File: config.mk
export PLATFORM = sky130hd
export DESIGN_NAME = hfd_ctrl
export DESIGN_NICKNAME = d
export VERILOG_FILES = /design/src/hfd_pkg.sv /design/src/hfd_ctrl.sv
export VERILOG_INCLUDE_DIRS = /design/src /design/src/src
export SDC_FILE = /design/constraint.sdc
export NUM_CORES = 1
export LEC_CHECK = 0
export ABC_AREA = 1
export BUFFER_PORTS_ARGS = -buffer_cell sky130_fd_sc_hd__buf_2
export CORE_UTILIZATION = 51
export DETAILED_ROUTE_END_ITERATION = 16
export PLACE_DENSITY_LB_ADDON = 0.2
export SYNTH_ARGS = -nofsm -noshare
export SYNTH_HDL_FRONTEND = slang
export SYNTH_SLANG_ARGS = --single-unit
File: constraint.sdc
create_clock -name clk -period 5.9 [get_ports clk]
set_input_delay 1.18 -clock clk [delete_from_list [all_inputs] [get_ports clk]]
set_output_delay 1.18 -clock clk [all_outputs]
set_load 0.02 [all_outputs]
File: src/huffman_tree_decoder_core_assert.svh
// Assertion macros used by the decoder controller.
// The using module must provide clk and arst_n.
`ifndef HUFFMAN_TREE_DECODER_CORE_ASSERT_SVH
`define HUFFMAN_TREE_DECODER_CORE_ASSERT_SVH

// Condition that holds at every clock edge out of reset.
`define HFD_ASSERT_ALWAYS(lbl, expr) \
	lbl: assert property (@(posedge clk) disable iff (!arst_n) (expr)) \
		else $error("hfd: invariant violated");

// Same-cycle implication.
`define HFD_ASSERT_IMPL(lbl, ante, cons) \
	lbl: assert property (@(posedge clk) disable iff (!arst_n) (ante) |-> (cons)) \
		else $error("hfd: implication violated");

// Next-cycle implication.
`define HFD_ASSERT_NEXT(lbl, ante, cons) \
	lbl: assert property (@(posedge clk) disable iff (!arst_n) (ante) |=> (cons)) \
		else $error("hfd: sequence violated");

`endif

File: src/hfd_pkg.sv
package hfd_pkg;

	localparam int DEF_MAX_NODES = 512;
	localparam int MAX_CODE_BITS = 32;

	localparam logic [1:0] KIND_CLEAR = 2'd0;
	localparam logic [1:0] KIND_ENTRY = 2'd1;
	localparam logic [1:0] KIND_DATA  = 2'd2;

	typedef struct packed {
		logic [1:0]  kind;
		logic [7:0]  entry_symbol;
		logic [5:0]  code_length;
		logic [31:0] code_bits;
		logic [7:0]  data_byte;
	} item_t;

	typedef struct packed {
		logic [7:0] symbol;
		logic       last;
		logic       finished;
		logic       error;
	} result_t;

	// result request from the walker to the result buffer
	typedef struct packed {
		logic       push;
		logic       flush;
		logic [7:0] symbol;
		logic       finished;
		logic       error;
	} res_req_t;

endpackage

File: src/hfd_ctrl.sv
module hfd_ctrl #(
	parameter int MAX_NODES = hfd_pkg::DEF_MAX_NODES
) (
	input  logic                                  clk,
	input  logic                                  arst_n,
	input  logic                                  start,
	input  hfd_pkg::item_t                        item,
	input  logic [31:0]                           symbol_count,
	output logic                                  busy,
	output logic                                  mem_re,
	output logic [$clog2(MAX_NODES)-1:0]          mem_raddr,
	input  logic [8+2*$clog2(MAX_NODES):0]        mem_rdata,
	output logic                                  mem_we,
	output logic [$clog2(MAX_NODES)-1:0]          mem_waddr,
	output logic [8+2*$clog2(MAX_NODES):0]        mem_wdata,
	output hfd_pkg::res_req_t                     req
);

	`include "huffman_tree_decoder_core_assert.svh"

	localparam int IW  = $clog2(MAX_NODES);
	localparam int NUW = $clog2(MAX_NODES + 1);

	typedef struct packed {
		logic          leaf;
		logic [7:0]    sym;
		logic [IW-1:0] c1;
		logic [IW-1:0] c0;
	} node_t;

	typedef enum logic [2:0] {
		ST_IDLE,
		ST_E_CHK,
		ST_E_WNEW,
		ST_E_WPAR,
		ST_D_STEP,
		ST_D_WALK,
		ST_FLUSH
	} state_t;

	state_t         state_q;
	logic [NUW-1:0] nodes_used_q;
	logic [IW-1:0]  cur_q;
	logic [31:0]    remaining_q;
	logic [IW-1:0]  root0_q;
	logic [IW-1:0]  root1_q;

	logic [IW-1:0]  p_q;
	logic [IW-1:0]  cand_q;
	logic [31:0]    code_q;
	logic [5:0]     bits_left_q;
	logic [7:0]     sym_q;
	logic [7:0]     byte_q;
	logic [3:0]     byte_bits_q;
	logic           dir_q;
	node_t          par_q;

	node_t          rd_node;
	node_t          root_node;
	node_t          e_node;
	node_t          d_node;
	node_t          par_upd;
	node_t          new_node;
	logic           accept;
	logic           e_dir;
	logic           e_final;
	logic [IW-1:0]  e_child;
	logic [IW-1:0]  d_child;
	logic [IW-1:0]  w_child;
	logic           full;
	logic           too_long;
	logic           e_fail;
	logic           last_bit;
	logic           rem_dec;

	// root lives in flops; memory entry 0 is never used
	assign rd_node   = node_t'(mem_rdata);
	assign root_node = '{leaf: 1'b0, sym: 8'd0, c1: root1_q, c0: root0_q};
	assign e_node    = (p_q == '0) ? root_node : rd_node;
	assign d_node    = (cur_q == '0) ? root_node : rd_node;

	assign accept   = start && (state_q == ST_IDLE);
	assign e_dir    = code_q[0];
	assign e_final  = (bits_left_q == 6'd1);
	assign e_child  = e_dir ? e_node.c1 : e_node.c0;
	assign d_child  = byte_q[0] ? d_node.c1 : d_node.c0;
	assign w_child  = byte_q[1] ? rd_node.c1 : rd_node.c0;
	assign full     = (nodes_used_q == NUW'(MAX_NODES));
	assign too_long = ({1'b0, item.code_length} > 7'(hfd_pkg::MAX_CODE_BITS));
	assign e_fail   = e_node.leaf || ((e_child == '0) && full) || ((e_child != '0) && e_final);
	assign last_bit = (byte_bits_q == 4'd1);

	always_comb begin
		par_upd = par_q;
		if (dir_q) begin
			par_upd.c1 = cand_q;
		end else begin
			par_upd.c0 = cand_q;
		end
		new_node.leaf = e_final;
		new_node.sym  = e_final ? sym_q : 8'd0;
		new_node.c1   = '0;
		new_node.c0   = '0;
	end

	always_comb begin
		mem_re    = 1'b0;
		mem_raddr = '0;
		mem_we    = 1'b0;
		mem_waddr = '0;
		mem_wdata = '0;
		req       = '0;
		rem_dec   = 1'b0;
		unique case (state_q)
			ST_IDLE: begin
				if (accept && (item.kind == hfd_pkg::KIND_DATA) &&
						(remaining_q != '0) && (cur_q != '0)) begin
					mem_re    = 1'b1;
					mem_raddr = cur_q;
				end
				if (accept && (item.kind == hfd_pkg::KIND_ENTRY) &&
						(item.code_length != '0) && too_long) begin
					req.push  = 1'b1;
					req.error = 1'b1;
				end
			end
			ST_E_CHK: begin
				if (e_fail) begin
					req.push  = 1'b1;
					req.error = 1'b1;
				end else if (e_child != '0) begin
					mem_re    = 1'b1;
					mem_raddr = e_child;
				end
			end
			ST_E_WNEW: begin
				mem_we    = 1'b1;
				mem_waddr = cand_q;
				mem_wdata = new_node;
			end
			ST_E_WPAR: begin
				if (p_q != '0) begin
					mem_we    = 1'b1;
					mem_waddr = p_q;
					mem_wdata = par_upd;
				end
				if (!e_final) begin
					mem_re    = 1'b1;
					mem_raddr = cand_q;
				end
			end
			ST_D_STEP: begin
				if (d_child == '0) begin
					req.push  = 1'b1;
					req.error = 1'b1;
				end else begin
					mem_re    = 1'b1;
					mem_raddr = d_child;
				end
			end
			ST_D_WALK: begin
				if (rd_node.leaf) begin
					req.push     = 1'b1;
					req.symbol   = rd_node.sym;
					req.finished = (remaining_q == 32'd1);
					rem_dec      = 1'b1;
				end else if (!last_bit && (w_child == '0)) begin
					req.push  = 1'b1;
					req.error = 1'b1;
				end else if (!last_bit) begin
					mem_re    = 1'b1;
					mem_raddr = w_child;
				end
			end
			ST_FLUSH: begin
				req.flush = 1'b1;
			end
			default: begin
			end
		endcase
	end

	always_ff @(posedge clk or negedge arst_n) begin
		if (!arst_n) begin
			state_q      <= ST_IDLE;
			nodes_used_q <= NUW'(1);
			cur_q        <= '0;
			remaining_q  <= '0;
			root0_q      <= '0;
			root1_q      <= '0;
		end else begin
			if (rem_dec) begin
				remaining_q <= remaining_q - 32'd1;
			end
			unique case (state_q)
				ST_IDLE: begin
					if (accept) begin
						unique case (item.kind)
							hfd_pkg::KIND_CLEAR: begin
								root0_q      <= '0;
								root1_q      <= '0;
								nodes_used_q <= NUW'(1);
								cur_q        <= '0;
								remaining_q  <= symbol_count;
							end
							hfd_pkg::KIND_ENTRY: begin
								if (item.code_length == '0) begin
									state_q <= ST_IDLE;
								end else if (too_long) begin
									state_q <= ST_FLUSH;
								end else begin
									state_q <= ST_E_CHK;
								end
							end
							hfd_pkg::KIND_DATA: begin
								if (remaining_q != '0) begin
									state_q <= ST_D_STEP;
								end
							end
							default: begin
							end
						endcase
					end
				end
				ST_E_CHK: begin
					if (e_fail) begin
						state_q <= ST_FLUSH;
					end else if (e_child == '0) begin
						state_q <= ST_E_WNEW;
					end
				end
				ST_E_WNEW: begin
					nodes_used_q <= nodes_used_q + NUW'(1);
					state_q      <= ST_E_WPAR;
				end
				ST_E_WPAR: begin
					if (p_q == '0) begin
						if (dir_q) begin
							root1_q <= cand_q;
						end else begin
							root0_q <= cand_q;
						end
					end
					state_q <= e_final ? ST_IDLE : ST_E_CHK;
				end
				ST_D_STEP: begin
					if (d_child == '0) begin
						cur_q   <= '0;
						state_q <= ST_FLUSH;
					end else begin
						state_q <= ST_D_WALK;
					end
				end
				ST_D_WALK: begin
					if (rd_node.leaf) begin
						cur_q   <= '0;
						state_q <= (last_bit || (remaining_q == 32'd1)) ? ST_FLUSH : ST_D_STEP;
					end else if (last_bit) begin
						cur_q   <= cand_q;
						state_q <= ST_FLUSH;
					end else if (w_child == '0) begin
						cur_q   <= '0;
						state_q <= ST_FLUSH;
					end else begin
						cur_q <= cand_q;
					end
				end
				ST_FLUSH: begin
					state_q <= ST_IDLE;
				end
				default: begin
					state_q <= ST_IDLE;
				end
			endcase
		end
	end

	always_ff @(posedge clk) begin
		unique case (state_q)
			ST_IDLE: begin
				if (accept) begin
					p_q         <= '0;
					code_q      <= item.code_bits;
					bits_left_q <= item.code_length;
					sym_q       <= item.entry_symbol;
					byte_q      <= item.data_byte;
					byte_bits_q <= 4'd8;
				end
			end
			ST_E_CHK: begin
				if (e_child == '0) begin
					cand_q <= nodes_used_q[IW-1:0];
					dir_q  <= e_dir;
					par_q  <= e_node;
				end else begin
					p_q         <= e_child;
					code_q      <= code_q >> 1;
					bits_left_q <= bits_left_q - 6'd1;
				end
			end
			ST_E_WPAR: begin
				p_q         <= cand_q;
				code_q      <= code_q >> 1;
				bits_left_q <= bits_left_q - 6'd1;
			end
			ST_D_STEP: begin
				cand_q <= d_child;
			end
			ST_D_WALK: begin
				byte_q      <= byte_q >> 1;
				byte_bits_q <= byte_bits_q - 4'd1;
				cand_q      <= w_child;
			end
			default: begin
			end
		endcase
	end

	assign busy = (state_q != ST_IDLE);

	`HFD_ASSERT_ALWAYS(a_used_range, (nodes_used_q != '0) && (nodes_used_q <= NUW'(MAX_NODES)))
	`HFD_ASSERT_ALWAYS(a_no_rw_clash, !(mem_re && mem_we && (mem_raddr == mem_waddr)))
	`HFD_ASSERT_IMPL(a_rem_nonzero, rem_dec, remaining_q != '0)
	`HFD_ASSERT_NEXT(a_flush_idle, state_q == ST_FLUSH, state_q == ST_IDLE)

endmodule

==> metrics <==
largest family of logic cells by synthesized area simple AND/OR/NAND/NOR gates; Post-Syn Area per Cell ~7.9 sq um; summed instance area of the synthesized netlist 10000 sq um; weighted congestion reported at the end of routability-driven placement 0.964; area of all placed cells without fillers 11700 sq um; via count 9438; routed length per instance 17.3 um; total CTS buffers 17; Crit. Startpoint p_q[0]; buffers and inverters on the worst path 2; final total negative setup slack 0 ns; area of the die ~20000 sq um; average via count per standard cell 5.53; post-detailed-route count of antenna-violating nets 0; Worst Setup Start Kind flop; number of setup buffers added after CTS 0; synth unique cells 50; cell count of the worst hold path 2; final wirelength 29.6 mm; multiplexer area fraction after synthesis 0%; Non-Filler Instances 1708; largest net degree at the start of global routing between 70 and 80; Synth top area share just over 30%; vias in the first global route 8919; post-CTS sizing 0; largest driver fanout on the critical path 26; cell area reported after detailed placement ~11000 sq um; slowest CP cell sky130_fd_sc_hd__nor2_4; Critical Path, Cell by Cell nor2_1, nand3_1, nor2_4, o21ai_0, nand2_1, nand2_1, nor2_1, nand3_2, nand4_2, inv_1, a21oi_1, nand2_1, buf_2; buffer cell driving the clock tree root sky130_fd_sc_hd__clkbuf_16; drt first pass iters 5; final count of hold timing violations 0; share of the clock period used by the worst path between 70 and 80%; xor/xnor cell area share of the yosys netlist 2.36%; site row count 50; unrepaired setup endpoints after global routing false; total nets after synthesis 1399; complex-gate fraction of the synthesized area roughly 10%; number of hold buffers added after cts 0; final max-slew violation count 0; final setup skew 0.0135 ns; WS Path Type reg -> out; depth of the worst register-to-register path 12; First DRT Iteration DRCs about 840; P&R area growth vs syn 16.8%; endpoint of the worst-slack reg-to-reg timing path code_q[4]; total chip power 6.00 mW; total congestion overflow after global routing 0; Worst IR Drop VDD around 0.28 mV; htree depth 4; most common cell type on the critical path sky130_fd_sc_hd__nand2_1; number of clock sinks 176; antenna cell count 0; outcome complete, no violations; number of port buffers 177; adder-cell share of the synthesized area 0.998%; clock slew at reported path FFs 0.07 ns; arrival time at the worst endpoint 3.42 ns; Min Clock Period, post-route 4.60 ns; Tightest Hold Check Type reg -> reg; number of antenna violations at the first check in global routing 0; TritonCTS clock tree built; maximum number of buffers from clock root to sink 2; total of fill cells in the finished design about 1800; PwrDens 512 nW/um^2; residual DRC count 0; reported max-cap violation count 0; total core area between 15000 and 20000 sq um; most common flop cell mapped by yosys sky130_fd_sc_hd__edfxtp_1; proportion of register bits with asynchronous set or reset after synthesis 40.9%; slew at the pin closest to its max-slew limit 1.17 ns; delay-heaviest family, CP simple AND/OR/NAND/NOR gates; leading cell type in the layout, fill and taps excluded sky130_fd_sc_hd__nand2_1; die extent in x approximately 140 um; worst flop-to-flop path startpoint p_q[0]; post-placement cell count 1676; highest clock rate 218 MHz; synthesis-stage register bit count 176; Sequential cell area 4930 sq um; Post-Synthesis Cells 1273; global router's overall resource usage a little under a third; leakage roughly 5.5 nW; count of final setup violators 0; synth top area cells sky130_fd_sc_hd__edfxtp_1, sky130_fd_sc_hd__dfrtp_1, sky130_fd_sc_hd__nand2_1; die height 142 um; Post-Synth Simple-Gate Area 30.6%; Post-synth EDFFs 104; Seq/Total Area, Yosys 49.1%; insertion delay of the later-clocked pin in the worst-skew pair 0.43 ns; library cell with the largest summed area after synthesis sky130_fd_sc_hd__edfxtp_1; commonest cells after routing, fill and taps aside sky130_fd_sc_hd__nand2_1, sky130_fd_sc_hd__buf_2, sky130_fd_sc_hd__nor2_1, sky130_fd_sc_hd__inv_1, sky130_fd_sc_hd__edfxtp_1; required time worst endpoint 4.72 ns; Multi-input gate area 4440 sq um; critical path endpoint mem_raddr[0]; Critical Path End Type primary output; global-route wire length before repair 46.4 mm; Final HPWL DP 21.8 mm; Boundary Pins 178; Synth Warn # 0; flop-to-flop setup slack 2.46 ns; initial core utilization 52.7%; relative slew slack 21.7%; delay of the slowest cell on the worst path about 0.59 ns; fraction of final layout cells sized beyond drive strength 1 a little under a fifth; number of nets in the layout 1561; logic depth of the worst setup path including buffers 13
how the worst min path moves through the flow:
stage	start	to	slack (ns)
after floorplan	code_q[0]	dir_q	0.42
after global placement	root1_q[4]	root1_q[4]	0.48
after detailed placement	root1_q[4]	root1_q[4]	0.48
after CTS	root1_q[4]	root1_q[4]	0.50
after global routing	code_q[13]	code_q[12]	0.53
final	root1_q[4]	root1_q[4]	0.50
worst min-delay path: stages, from the launching register on:
cell	delay, ns
sky130_fd_sc_hd__dfrtp_1	0.34
sky130_fd_sc_hd__nand2_1	0.05
sky130_fd_sc_hd__o21ai_0	0.07
cell families (layout without fill, tap and decap cells):
group / after synthesis / count (layout)
simple gates: 709 / 709
compound gates: 182 / 182
flops: 176 / 176
buf+inv: 171 / 346
xor+xnor: 27 / 27
fa+ha+maj: 8 / 8
area by class of cell:
cell class	instances	share of cell area, %
Sequential cell	176	42.0
Multi-Input combinational cell	926	37.9
Timing Repair Buffer	186	8.14
Inverter	128	4.10
Clock buffer	17	3.63
Tap cell	260	2.78
Clock inverter	15	1.46
metrics by stage:
step,hold slack (ns),worst slack (ns),utilization [%]
2_1_floorplan,0.421,1.48,-
3_3_place_gp,0.476,1.71,58.5
3_5_place_dp,0.483,1.63,58.5
4_1_cts,0.503,1.35,61.6
5_1_grt,0.534,1.08,61.6
6_report,0.500,1.30,61.6
sequential cells by signal (all words and copies together) (netlist names):
register and flops:
bits_left_q 6, code_q 32, root0_q 9, par_q 27, sym_q 8, state_q 3
root1_q 9, remaining_q 32, cur_q 9, byte_q 8, nodes_used_q 10, p_q 9
byte_bits_q 4, dir_q 1, cand_q 9
power breakdown:
part	switching [mW]	leakage, nW	internal (mW)
clock	0.527	0.286	0.639
combinational	1.83	3.26	0.733
sequential	0.373	1.91	1.90
cells in the mapped netlist, types with 4 or more instances:
cell                       number
sky130_fd_sc_hd__ha_1           8
sky130_fd_sc_hd__xor2_1        16
sky130_fd_sc_hd__buf_4          5
sky130_fd_sc_hd__clkbuf_1      27
sky130_fd_sc_hd__nor2_4         5
sky130_fd_sc_hd__nand3_1       78
sky130_fd_sc_hd__buf_2          6
sky130_fd_sc_hd__edfxtp_1     104
sky130_fd_sc_hd__clkinv_1       5
sky130_fd_sc_hd__o21ai_1        7
sky130_fd_sc_hd__inv_2          9
sky130_fd_sc_hd__dfrtp_1       71
sky130_fd_sc_hd__inv_1        114
sky130_fd_sc_hd__a21oi_1       35
sky130_fd_sc_hd__nor4_1         8
sky130_fd_sc_hd__nor2_1       129
sky130_fd_sc_hd__xnor2_1       11
sky130_fd_sc_hd__nand4_1       19
sky130_fd_sc_hd__nor2_2        10
sky130_fd_sc_hd__nand2_1      414
sky130_fd_sc_hd__o22ai_1        4
sky130_fd_sc_hd__nand3_2        5
sky130_fd_sc_hd__o21ai_0       98
sky130_fd_sc_hd__nor3_1        21
sky130_fd_sc_hd__nand2_2        7
sky130_fd_sc_hd__o211ai_1      20
per-layer routing:
| layer | up-vias | track usage [%] | wire length (um) |
|---|---|---|---|
| met5 | - | 0 | 0 |
| met4 | 0 | 15.7 | 1230 |
| met3 | 77 | 4.85 | 2330 |
| met2 | 463 | 47.7 | 13500 |
| met1 | 4371 | 40.3 | 12500 |
| li1 | 4527 | - | - |
Power figures use the tool's default switching activity.
