### config.mk
export PLATFORM = sky130hd
export DESIGN_NAME = hfd_result_q
export DESIGN_NICKNAME = d
export VERILOG_FILES = /design/src/huffman_tree_decoder_core_assert.svh /design/src/hfd_pkg.sv /design/src/hfd_result_q.sv
export SDC_FILE = /design/constraint.sdc
export NUM_CORES = 1
export LEC_CHECK = 0
export ABC_AREA = 1
export BUFFER_PORTS_ARGS = -buffer_cell sky130_fd_sc_hd__buf_2
export CORE_UTILIZATION = 48
export DETAILED_ROUTE_END_ITERATION = 8
export GPL_ROUTABILITY_DRIVEN = 1
export PLACE_DENSITY = 0.84
export SLEW_MARGIN = 20
export SYNTH_ARGS = -nofsm -noshare
export SYNTH_HDL_FRONTEND = slang
export SYNTH_SLANG_ARGS = --single-unit
### constraint.sdc
create_clock -name clk -period 2.2 [get_ports clk]
set_clock_uncertainty 0.15 [all_clocks]
set_input_delay 0.44 -clock clk [delete_from_list [all_inputs] [get_ports clk]]
set_output_delay 0.44 -clock clk [all_outputs]
set_load 0.02 [all_outputs]
### src/huffman_tree_decoder_core_assert.svh
// Assertion macros used by the decoder controller.
// The using module must provide clk and arst_n.
`ifndef HUFFMAN_TREE_DECODER_CORE_ASSERT_SVH
`define HUFFMAN_TREE_DECODER_CORE_ASSERT_SVH

// Condition that holds at every clock edge out of reset.
`define HFD_ASSERT_ALWAYS(lbl, expr) \
	lbl: assert property (@(posedge clk) disable iff (!arst_n) (expr)) \
		else $error("hfd: invariant violated");

// Same-cycle implication.
`define HFD_ASSERT_IMPL(lbl, ante, cons) \
	lbl: assert property (@(posedge clk) disable iff (!arst_n) (ante) |-> (cons)) \
		else $error("hfd: implication violated");

// Next-cycle implication.
`define HFD_ASSERT_NEXT(lbl, ante, cons) \
	lbl: assert property (@(posedge clk) disable iff (!arst_n) (ante) |=> (cons)) \
		else $error("hfd: sequence violated");

`endif

### src/hfd_pkg.sv
package hfd_pkg;

	localparam int DEF_MAX_NODES = 512;
	localparam int MAX_CODE_BITS = 32;

	localparam logic [1:0] KIND_CLEAR = 2'd0;
	localparam logic [1:0] KIND_ENTRY = 2'd1;
	localparam logic [1:0] KIND_DATA  = 2'd2;

	typedef struct packed {
		logic [1:0]  kind;
		logic [7:0]  entry_symbol;
		logic [5:0]  code_length;
		logic [31:0] code_bits;
		logic [7:0]  data_byte;
	} item_t;

	typedef struct packed {
		logic [7:0] symbol;
		logic       last;
		logic       finished;
		logic       error;
	} result_t;

	// result request from the walker to the result buffer
	typedef struct packed {
		logic       push;
		logic       flush;
		logic [7:0] symbol;
		logic       finished;
		logic       error;
	} res_req_t;

endpackage

### src/hfd_result_q.sv
module hfd_result_q (
	input  logic              clk,
	input  logic              arst_n,
	input  hfd_pkg::res_req_t req,
	output logic              valid,
	output hfd_pkg::result_t  result
);

	logic             pend_v_q;
	hfd_pkg::result_t pend_q;
	logic             out_v_q;
	hfd_pkg::result_t out_q;

	// one item of lookahead: a result leaves only once it is known whether it is last
	always_ff @(posedge clk or negedge arst_n) begin
		if (!arst_n) begin
			pend_v_q <= 1'b0;
			out_v_q  <= 1'b0;
		end else begin
			out_v_q <= pend_v_q && (req.push || req.flush);
			if (req.push) begin
				pend_v_q <= 1'b1;
			end else if (req.flush) begin
				pend_v_q <= 1'b0;
			end
		end
	end

	always_ff @(posedge clk) begin
		if (pend_v_q && (req.push || req.flush)) begin
			out_q <= '{symbol: pend_q.symbol, last: req.flush,
				finished: pend_q.finished, error: pend_q.error};
		end
		if (req.push) begin
			pend_q.symbol   <= req.symbol;
			pend_q.last     <= 1'b0;
			pend_q.finished <= req.finished;
			pend_q.error    <= req.error;
		end
	end

	assign valid  = out_v_q;
	assign result = out_q;

endmodule

==> results of run 1 <==
state kept, by name, indices dropped and copies added, names as in the netlist:
register	flops
pend_v_q	1
pend_q	10
valid	1
result	11
power groups by stage:
stage / registers, mW / clock network (mW) / logic (mW)
3_3_place_gp: 0.535 / 0 / 0.0668
5_1_grt: 0.531 / 0.211 / 0.0766
3_5_place_dp: 0.538 / 0 / 0.0690
2_1_floorplan: 0.560 / 0 / 0.00758
4_1_cts: 0.528 / 0.189 / 0.0704
6_report: 0.527 / 0.180 / 0.0691
cell type report:
| type | count | area share (%) |
|---|---|---|
| clock inverters | 1 | 0.559 |
| flip-flops and latches | 23 | 76.0 |
| repair buffers | 27 | 15.9 |
| well taps | 15 | 2.09 |
| multi-input cells | 4 | 1.68 |
| clock buffers | 3 | 2.51 |
| inverters | 3 | 1.26 |
placed cells by master, fill, tap and decap left out:
cell            n
buf_2          25
edfxtp_1       21
inv_1           3
clkbuf_4        3
nand2_1         2
nor2_1          2
dfrtp_1         2
clkinv_2        1
dlygate4sd3_1   1
buf_4           1
logic make-up (layout without fill, tap and decap cells):
group	count (synthesis)	count (layout)
buffers and inverters	3	34
DFF	23	23
and+or+nand+nor	4	4
synth_stat cells, drive strengths merged:
library cell / instances
dfrtp: 2
edfxtp: 21
inv: 3
nand2: 2
nor2: 2
final timing paths:
check,startpoint,end,slack [ns],cells past startpoint
setup / recovery,result[9],result[9],0.74,1
hold / removal,req[6],pend_q[7],0.16,1
setup reg to reg,pend_v_q,result[7],1.05,3
hold reg to reg,pend_q[5],result[5],0.28,0
max in group asynchronous,arst_n,valid,1.50,2
min in group asynchronous,arst_n,pend_v_q,0.30,2
through the flow:
step                      setup slack (ns)  cell area, µm²
after detailed placement             0.665             858
after CTS                            0.707             896
after floorplan                      0.687             707
after global placement               0.722             858
after global routing                 0.674             896
final                                0.739             896
metal layers:
| layer | wire length, µm | part of all wire (%) | track usage [%] |
|---|---|---|---|
| met3 | 54 | 5.7 | 3.33 |
| met4 | 19 | 2.0 | 15.0 |
| met5 | 0 | 0 | 0 |
| met2 | 503 | 53 | 24.6 |
| met1 | 376 | 39 | 15.3 |
repair_timing:
action,in CTS,in global routing
endpoints found under the setup margin,0,0
setup buffers,0,0
endpoints found under the hold margin,2,0
hold buffers,1,0
==> impl_results.md, run 1 <==
- Routed wire per std cell: 12.6 µm
- Port bufs: 25
- Filler cells: 101
- Reg power frac: 67.9%
- Crit Path Max Fanout: 1
- Syn nets: 44
- I/O pin cnt: 26
- Final Power: 0.776 mW
- Final Cycle Share: 66.4%
- Worst endpoint required time: 1.61 ns
- Area added between synthesis and finish: 26.7%
- Yosys Warn Count: 0
- CP peak stage delay: 0.40 ns
- Simple-Gate Fraction of Synth Area: 2.12%
- First-pass GRT wire length: 1390 µm
- Worst setup EP type: output pin
- Pre-antenna DRT Iters: 4
- Fin Hold WS: 0.156 ns
- Multiplexer share of the synthesized area: 0%
- Worst path arrival time: 0.87 ns
- Initial antenna violation count: 0
- Cell count after placement: 71
- VDD IR max: 0.360 mV
- Mean Syn Cell Area: 23.6 µm²
- Final Non-Filler Cells: 76
- Clock root buffer: clkbuf_4
- Synth Area in Compound Gates: 0%
- Post-synthesis cell type count: 5
- Internal Pwr Total: 0.610 mW
- Share of the synthesized area in the top cell type: 89.2%
- Post-Synth Adder-Cell Area: 0%
- H-tree levels: 1
- Final number of setup-violating endpoints: 0
- Storage element area: 681 µm²
- Final-report max-slew violation count: 0
- Die X: 40.4 µm
- Gr ovfl total: 0
- Via count: 355
- Initial core utilization: 53.0%
- RSZ-0062 raised after global routing: no
- Status: completed
- Largest family of logic cells by synthesized area: simple AND/OR/NAND/NOR gates
- Cell family with most CP delay: flip-flops
- Seq/Total Area, Yosys: 96.3%
- Synthesized area: 707 µm²
- Crit-path slowest cell: edfxtp_1
- XOR/XNOR Fraction of Synth Area: 0%
- Startpoint types: register
- DR iter-0 viols: 1
- Sw Share: 21.4%
- GP Congestion: 0.651
- Final Hold Fails: 0
- Share of post-route cells with drive strength above 1: 49.2%
- Largest net degree at the start of global routing: 14
- DRT Wirelength: 955 µm
- Diodes inserted: 0
- Clock power share: 23.2%
- Register bit total from synthesis: 23
- Cell area power density: 866 nW/µm²
- Die area: 1630 µm²
- Num Clock Sinks: 23
- Leakage power: 0.380 nW
- Gate power share: 8.9%
- Clock transition at path regs: 0.11 ns
- Overall routing resource usage: 15.1%
- Cell taking the most area after synthesis: edfxtp_1
- Vias in the first global route: 335
- Row cnt: 13
- Antenna Violating Nets Remaining: 0
- Final nets: 76
- Die height: 40.4 µm
- Min Tclk post-route: 1.46 ns
- CTS tree: done
- Setup TNS: 0 ns
- Post-layout util: 67.2%
- Worst-Skew Late Latency: 0.30 ns
- Multi-input gate area: 15.0 µm²
- CP Buf/Inv Count: 1
- Worst min-delay path class: primary input to register
- Cts bufs inserted: 3
- Max clock buf depth: 2
- Post_cts resized: 0
- Cell Chain, Critical Path: buf_2
- Relative slew slack: 83.6%
- Ranking of synthesized cells by area: edfxtp_1, dfrtp_1, inv_1
- Synthesized instance count: 30
- Core box area: 1330 µm²
- Psw: 0.166 mW
- Number of max-cap violations: 0
- Worst slew pin tran: 0.246 ns
- Number of vias per cell: 4.67
- Fmax: 684 MHz
- DRC viols: 0
- Kind of critical path: register to output pin
Note: power is estimated with default switching activity, not from simulation.
==> run 2, diff against run 1 <==
- CORE_UTILIZATION: 48 -> 41
- PLACE_DENSITY: 0.84 -> 0.77
- clock period: 2.2 -> 1.3 ns (I/O delays scaled with it)
==> impl_results.md, run 2 (synthesized netlist as in run 1, its figures left out) <==
- Status: complete, but fails checks
- Failing checks: design-rule violations
- Worst path arrival time: 0.88 ns (about the same)
- Reg2reg path depth: 3 (unchanged)
- Hold Path End: pend_v_q
- Area added between synthesis and finish: 48.7%
- Max clock buf depth: 2 (unchanged)
- Number of max-cap violations: 0 (unchanged)
- Pre-CTS WS: 0.136 ns (-0.529 ns)
- Via count: 400 (+13%)
- Die height: 43.5 µm (+7.8%)
- Largest net degree at the start of global routing: 15 (+1)
- Cts bufs inserted: 3 (unchanged)
- Share of post-route cells with drive strength above 1: 43.8% (-5.3 points)
- Max FFs per register: 11 (unchanged)
- Relative slew slack: 89.8% (+6.2 points)
- Clock transition at path regs: 0.13 ns (+0.02 ns)
- Final Hold Fails: 0 (unchanged)
- Gr ovfl total: 0 (unchanged)
- Die area: 1890 µm² (+16%)
- End of the worst register-to-register path: result[8]
- Reg2reg start: pend_v_q
- Reg2reg setup slack: 0.12 ns (-0.93 ns)
- Final-report max-slew violation count: 0 (unchanged)
- Cell Chain, Critical Path: buf_6
- Cell area power density: 1320 nW/µm² (+52%)
- Final Cycle Share: 99.3%
- Antenna Violating Nets Remaining: 0 (unchanged)
- Core box area: 1560 µm² (+17%)
- Hold path depth: 4 (+3)
- Min Tclk post-route: 1.29 ns
- H-tree levels: 1 (unchanged)
- Overall routing resource usage: 13.7% (-1.3 points)
- Num Clock Sinks: 23 (unchanged)
- Worst slew pin tran: 0.153 ns (-0.0932 ns)
- I/O pin cnt: 26 (unchanged)
- Routed wire per std cell: 13.6 µm (+7.9%)
- Die X: 43.5 µm (+7.8%)
- CTS tree: done
- Most frequent cells in the layout: buf_2, edfxtp_1, dlygate4sd3_1
- Vias in the first global route: 379 (+13%)
- Worst min-delay path class: primary input to register
- Kind of critical path: register to output pin
- Startpoint types: register
- DR iter-0 viols: 15 (+14)
- Commonest non-fill, non-tap cell in the layout: buf_2
- DRC viols: 5 (+5)
- Origin of the worst min-delay path: req[10]
- Initial antenna violation count: 0 (unchanged)
- VDD IR max: 1.05 mV (+190%)
- GP Congestion: 0.644 (-1.1%)
- Cell family with most CP delay: flip-flops
- Crit Path Max Fanout: 1 (unchanged)
- Port bufs: 25 (unchanged)
- Crit-path slowest cell: edfxtp_1
- Final Power: 1.39 mW (+79%)
- Fmax: 774 MHz
- RSZ-0062 raised after global routing: yes
- Diodes inserted: 0 (unchanged)
- Worst setup EP type: output pin
- Row cnt: 14 (+1)
- Leakage power: 0.438 nW (+15%)
- Final worst slack: 0.00860 ns (-0.730 ns)
- DRT Wirelength: 1210 µm (+26%)
- Final nets: 88 (+16%)
- CP peak stage delay: 0.42 ns (+0.02 ns)
- Pre-antenna DRT Iters: 6 (+2)
- First-pass GRT wire length: 1770 µm (+27%)
- Worst endpoint required time: 0.89 ns (-0.72 ns)
- CP Buf/Inv Count: 1 (unchanged)
- Final number of setup-violating endpoints: 0 (unchanged)
- Number of vias per cell: 4.49 (-3.8%)
- Worst-Skew Late Latency: 0.31 ns (about the same)
- Initial core utilization: 45.3% (-7.7 points)
- Clock root buffer: clkbuf_4
## run 2: timing repair
item,in CTS,in global routing
hold endpoints to repair,13,0
setup endpoints to repair,1,5
cloned,0,0
gates resized for setup,0,6
setup buffers,0,0
hold buffers,12,0
## run 2: layout make-up
class | count | area, µm²
clock inverters | 1 | 7.51
clock buffers | 3 | 22.5
flip-flops and latches | 23 | 681
well taps | 16 | 20.0
fillers | 100 | 508
multi-input cells | 4 | 17.5
repair buffers | 39 | 292
inverters | 3 | 11.3
## run 2: worst max path at each step
stage,startpoint,end,slack (ns),cells past startpoint
floorplan,pend_v_q,result[0],0.07,2
global placement,req[11],result[9],0.18,4
detailed placement,req[11],result[2],0.14,4
CTS,result[1],result[1],-0.006,1
global route,result[2],result[2],-0.04,1
finish,result[1],result[1],0.009,1
## run 2: report_power, final
part	switching (mW)	internal, mW	total (mW)
Clock	0.210	0.117	0.327
Combinational	0.0849	0.0804	0.165
Sequential	0.0169	0.877	0.894
## run 2: layer usage
layer,global-route usage (%),vias to the layer above,share of wire (%)
li1,-,195,-
met1,17.3,186,43
met2,24.2,19,51
met3,2.92,0,5.8
met4,3.75,0,0
met5,0,-,0
## run 2: stage by stage
step | setup TNS (ns) | util, % | cell area, µm² | instances | hold WS (ns)
2_1_floorplan | 0 | - | 709 | 30 | -0.186
3_3_place_gp | 0 | 56.6 | 882 | 73 | -0.101
3_5_place_dp | 0 | 56.6 | 882 | 73 | -0.0919
4_1_cts | -0.00574 | 66.2 | 1030 | 89 | 0.0433
5_1_grt | -0.0676 | 67.4 | 1050 | 89 | 0.0682
6_report | 0 | 67.4 | 1050 | 89 | 0.0524
==> run 3, diff against run 2 <==
- REMOVE_ABC_BUFFERS: unset -> 1
==> impl_results.md, run 3 (synthesized netlist as in run 1, its figures left out) <==
- Status: complete, but fails checks
- Failing checks: design-rule violations
- Pre-antenna DRT Iters: 6 (unchanged)
- Num Clock Sinks: 23 (unchanged)
- Initial antenna violation count: 0 (unchanged)
- Port bufs: 25 (unchanged)
- Worst min-delay path class: primary input to register
- Via count: 386 (-3.5%)
- Final nets: 87 (-1.1%)
- DRT Wirelength: 987 µm (-18%)
- Final Hold Fails: 0 (unchanged)
- Min Tclk post-route: 1.27 ns (-0.0247 ns)
- Cts bufs inserted: 3 (unchanged)
- Max FFs per register: 11 (unchanged)
- Sw Share: 20.8% (-1.7 points)
- Cell Chain, Critical Path: buf_2
- Fmax: 789 MHz (+2.0%)
- Final Cycle Share: 97.4% (-1.9 points)
- Internal Pwr Total: 1.06 mW (-0.96%)
- Final number of setup-violating endpoints: 0 (unchanged)
- Overall routing resource usage: 11.7% (-2.1 points)
- Clock root buffer: clkbuf_4
- Leakage power: 0.428 nW (-2.3%)
- DP Area: 867 µm² (-1.7%)
- DR iter-0 viols: 10 (-5)
- Worst slew pin tran: 0.138 ns (-0.0150 ns)
- Worst-Skew Late Latency: 0.29 ns (-0.02 ns)
- Worst endpoint required time: 0.89 ns (about the same)
- Kind of critical path: register to output pin
- Die height: 43.5 µm (unchanged)
- Cell area after layout: 1020 µm² (-3.3%)
- Storage element area: 681 µm² (unchanged)
- CP peak stage delay: 0.39 ns (-0.03 ns)
- Filler cells: 107 (+7.0%)
- CTS tree: done
- Postcts setup bufs: 0 (unchanged)
- Routed wire per std cell: 11.2 µm (-17%)
- RSZ-0062 raised after global routing: yes
- Die X: 43.5 µm (unchanged)
- Clock power share: 22.6% (-1.0 points)
- Reg power frac: 66.4% (+1.9 points)
- Vias in the first global route: 365 (-3.7%)
- Final Power: 1.34 mW (-3.1%)
- Core box area: 1560 µm² (unchanged)
- Cell family with most CP delay: flip-flops
- Max clock buf depth: 2 (unchanged)
- GP Congestion: 0.662 (+2.8%)
- Area added between synthesis and finish: 43.7%
- Crit Path Max Fanout: 1 (unchanged)
- Relative slew slack: 90.8% (+1.0 points)
- Share of post-route cells with drive strength above 1: 41.7% (-2.2 points)
- H-tree levels: 1 (unchanged)
- Post-DP HPWL: 687 µm
- First-pass GRT wire length: 1570 µm (-11%)
- Clock transition at path regs: 0.12 ns (about the same)
- Gate power share: 11.1% (-0.8 points)
- Final-report max-slew violation count: 0 (unchanged)
- Crit-path slowest cell: edfxtp_1
- Multi-input gate area: 15.0 µm² (-14%)
- Die area: 1890 µm² (unchanged)
- Initial core utilization: 45.3% (unchanged)
- CP Buf/Inv Count: 1 (unchanged)
- Commonest non-fill, non-tap cell in the layout: buf_2
- Number of max-cap violations: 0 (unchanged)
- Psw: 0.280 mW (-10%)
- I/O pin cnt: 26 (unchanged)
- VDD IR max: 0.986 mV (-5.7%)
- Worst path arrival time: 0.86 ns (-0.02 ns)
- Most frequent cells in the layout: buf_2, edfxtp_1, dlygate4sd3_1, inv_1, clkbuf_4
- Largest net degree at the start of global routing: 13 (-2)
- Startpoint types: register
- Number of vias per cell: 4.39 (-2.4%)
- Gr ovfl total: 0 (unchanged)
- Antenna Violating Nets Remaining: 0 (unchanged)
- Row cnt: 14 (unchanged)
- Worst setup EP type: output pin
- Diodes inserted: 0 (unchanged)
- Cell area power density: 1320 nW/µm² (+0.27%)
- DRC viols: 4 (-1)
run 3: repair_timing:
action | 4_1_cts | 5_1_grt
gates resized for setup | 0 | 4
hold endpoints to repair | 12 | 0
hold buffers | 11 | 0
endpoints found under the setup margin | 0 | 2
run 3: worst paths after layout:
kind                       startpoint   endpoint  slack [ns]  cells after the start
setup / recovery            result[8]  result[8]        0.03                      1
hold / removal                req[10]  result[2]        0.01                      1
setup reg to reg             pend_v_q  result[6]        0.18                      3
hold reg to reg             pend_q[8]  result[8]        0.28                      0
max in group asynchronous      arst_n   pend_v_q        0.79                      2
min in group asynchronous      arst_n      valid        0.12                      2
run 3: layer usage:
layer | part of all wire [%] | routed length [µm] | global-route usage, % | vias to the layer above
li1 | - | - | - | 192
met2 | 51 | 502 | 19.1 | 15
met3 | 7.1 | 70 | 4.58 | 0
met5 | 0 | 0 | 0 | -
met4 | 0 | 0 | 1.88 | 0
met1 | 42 | 414 | 15.2 | 179
run 3: power groups by stage:
| stage | combinational (mW) | sequential, mW | clock (mW) |
|---|---|---|---|
| after floorplan | 0.0128 | 0.948 | 0 |
| after global placement | 0.116 | 0.907 | 0 |
| after detailed placement | 0.119 | 0.908 | 0 |
| after CTS | 0.144 | 0.891 | 0.301 |
| after global routing | 0.159 | 0.897 | 0.336 |
| final | 0.149 | 0.892 | 0.303 |
run 3: through the flow:
stage	util (%)	worst slack [ns]	instances	hold WS [ns]	TNS (ns)
2_1_floorplan	-	-0.118	30	-0.186	-1.30
3_5_place_dp	55.6	0.166	73	-0.0992	0
6_report	65.2	0.0333	88	0.0144	0
3_3_place_gp	55.6	0.165	73	-0.101	0
5_1_grt	65.2	-0.0116	88	0.00228	-0.0116
4_1_cts	64.4	0.0342	88	0.0220	0
run 3: area by class of cell:
type                       instances  area share (%)
inverter                           3            1.11
tap                               16            1.97
sequential                        23            67.0
clock buffer                       4            2.59
multi-input combinational          4            1.48
timing repair buffer              38            25.9
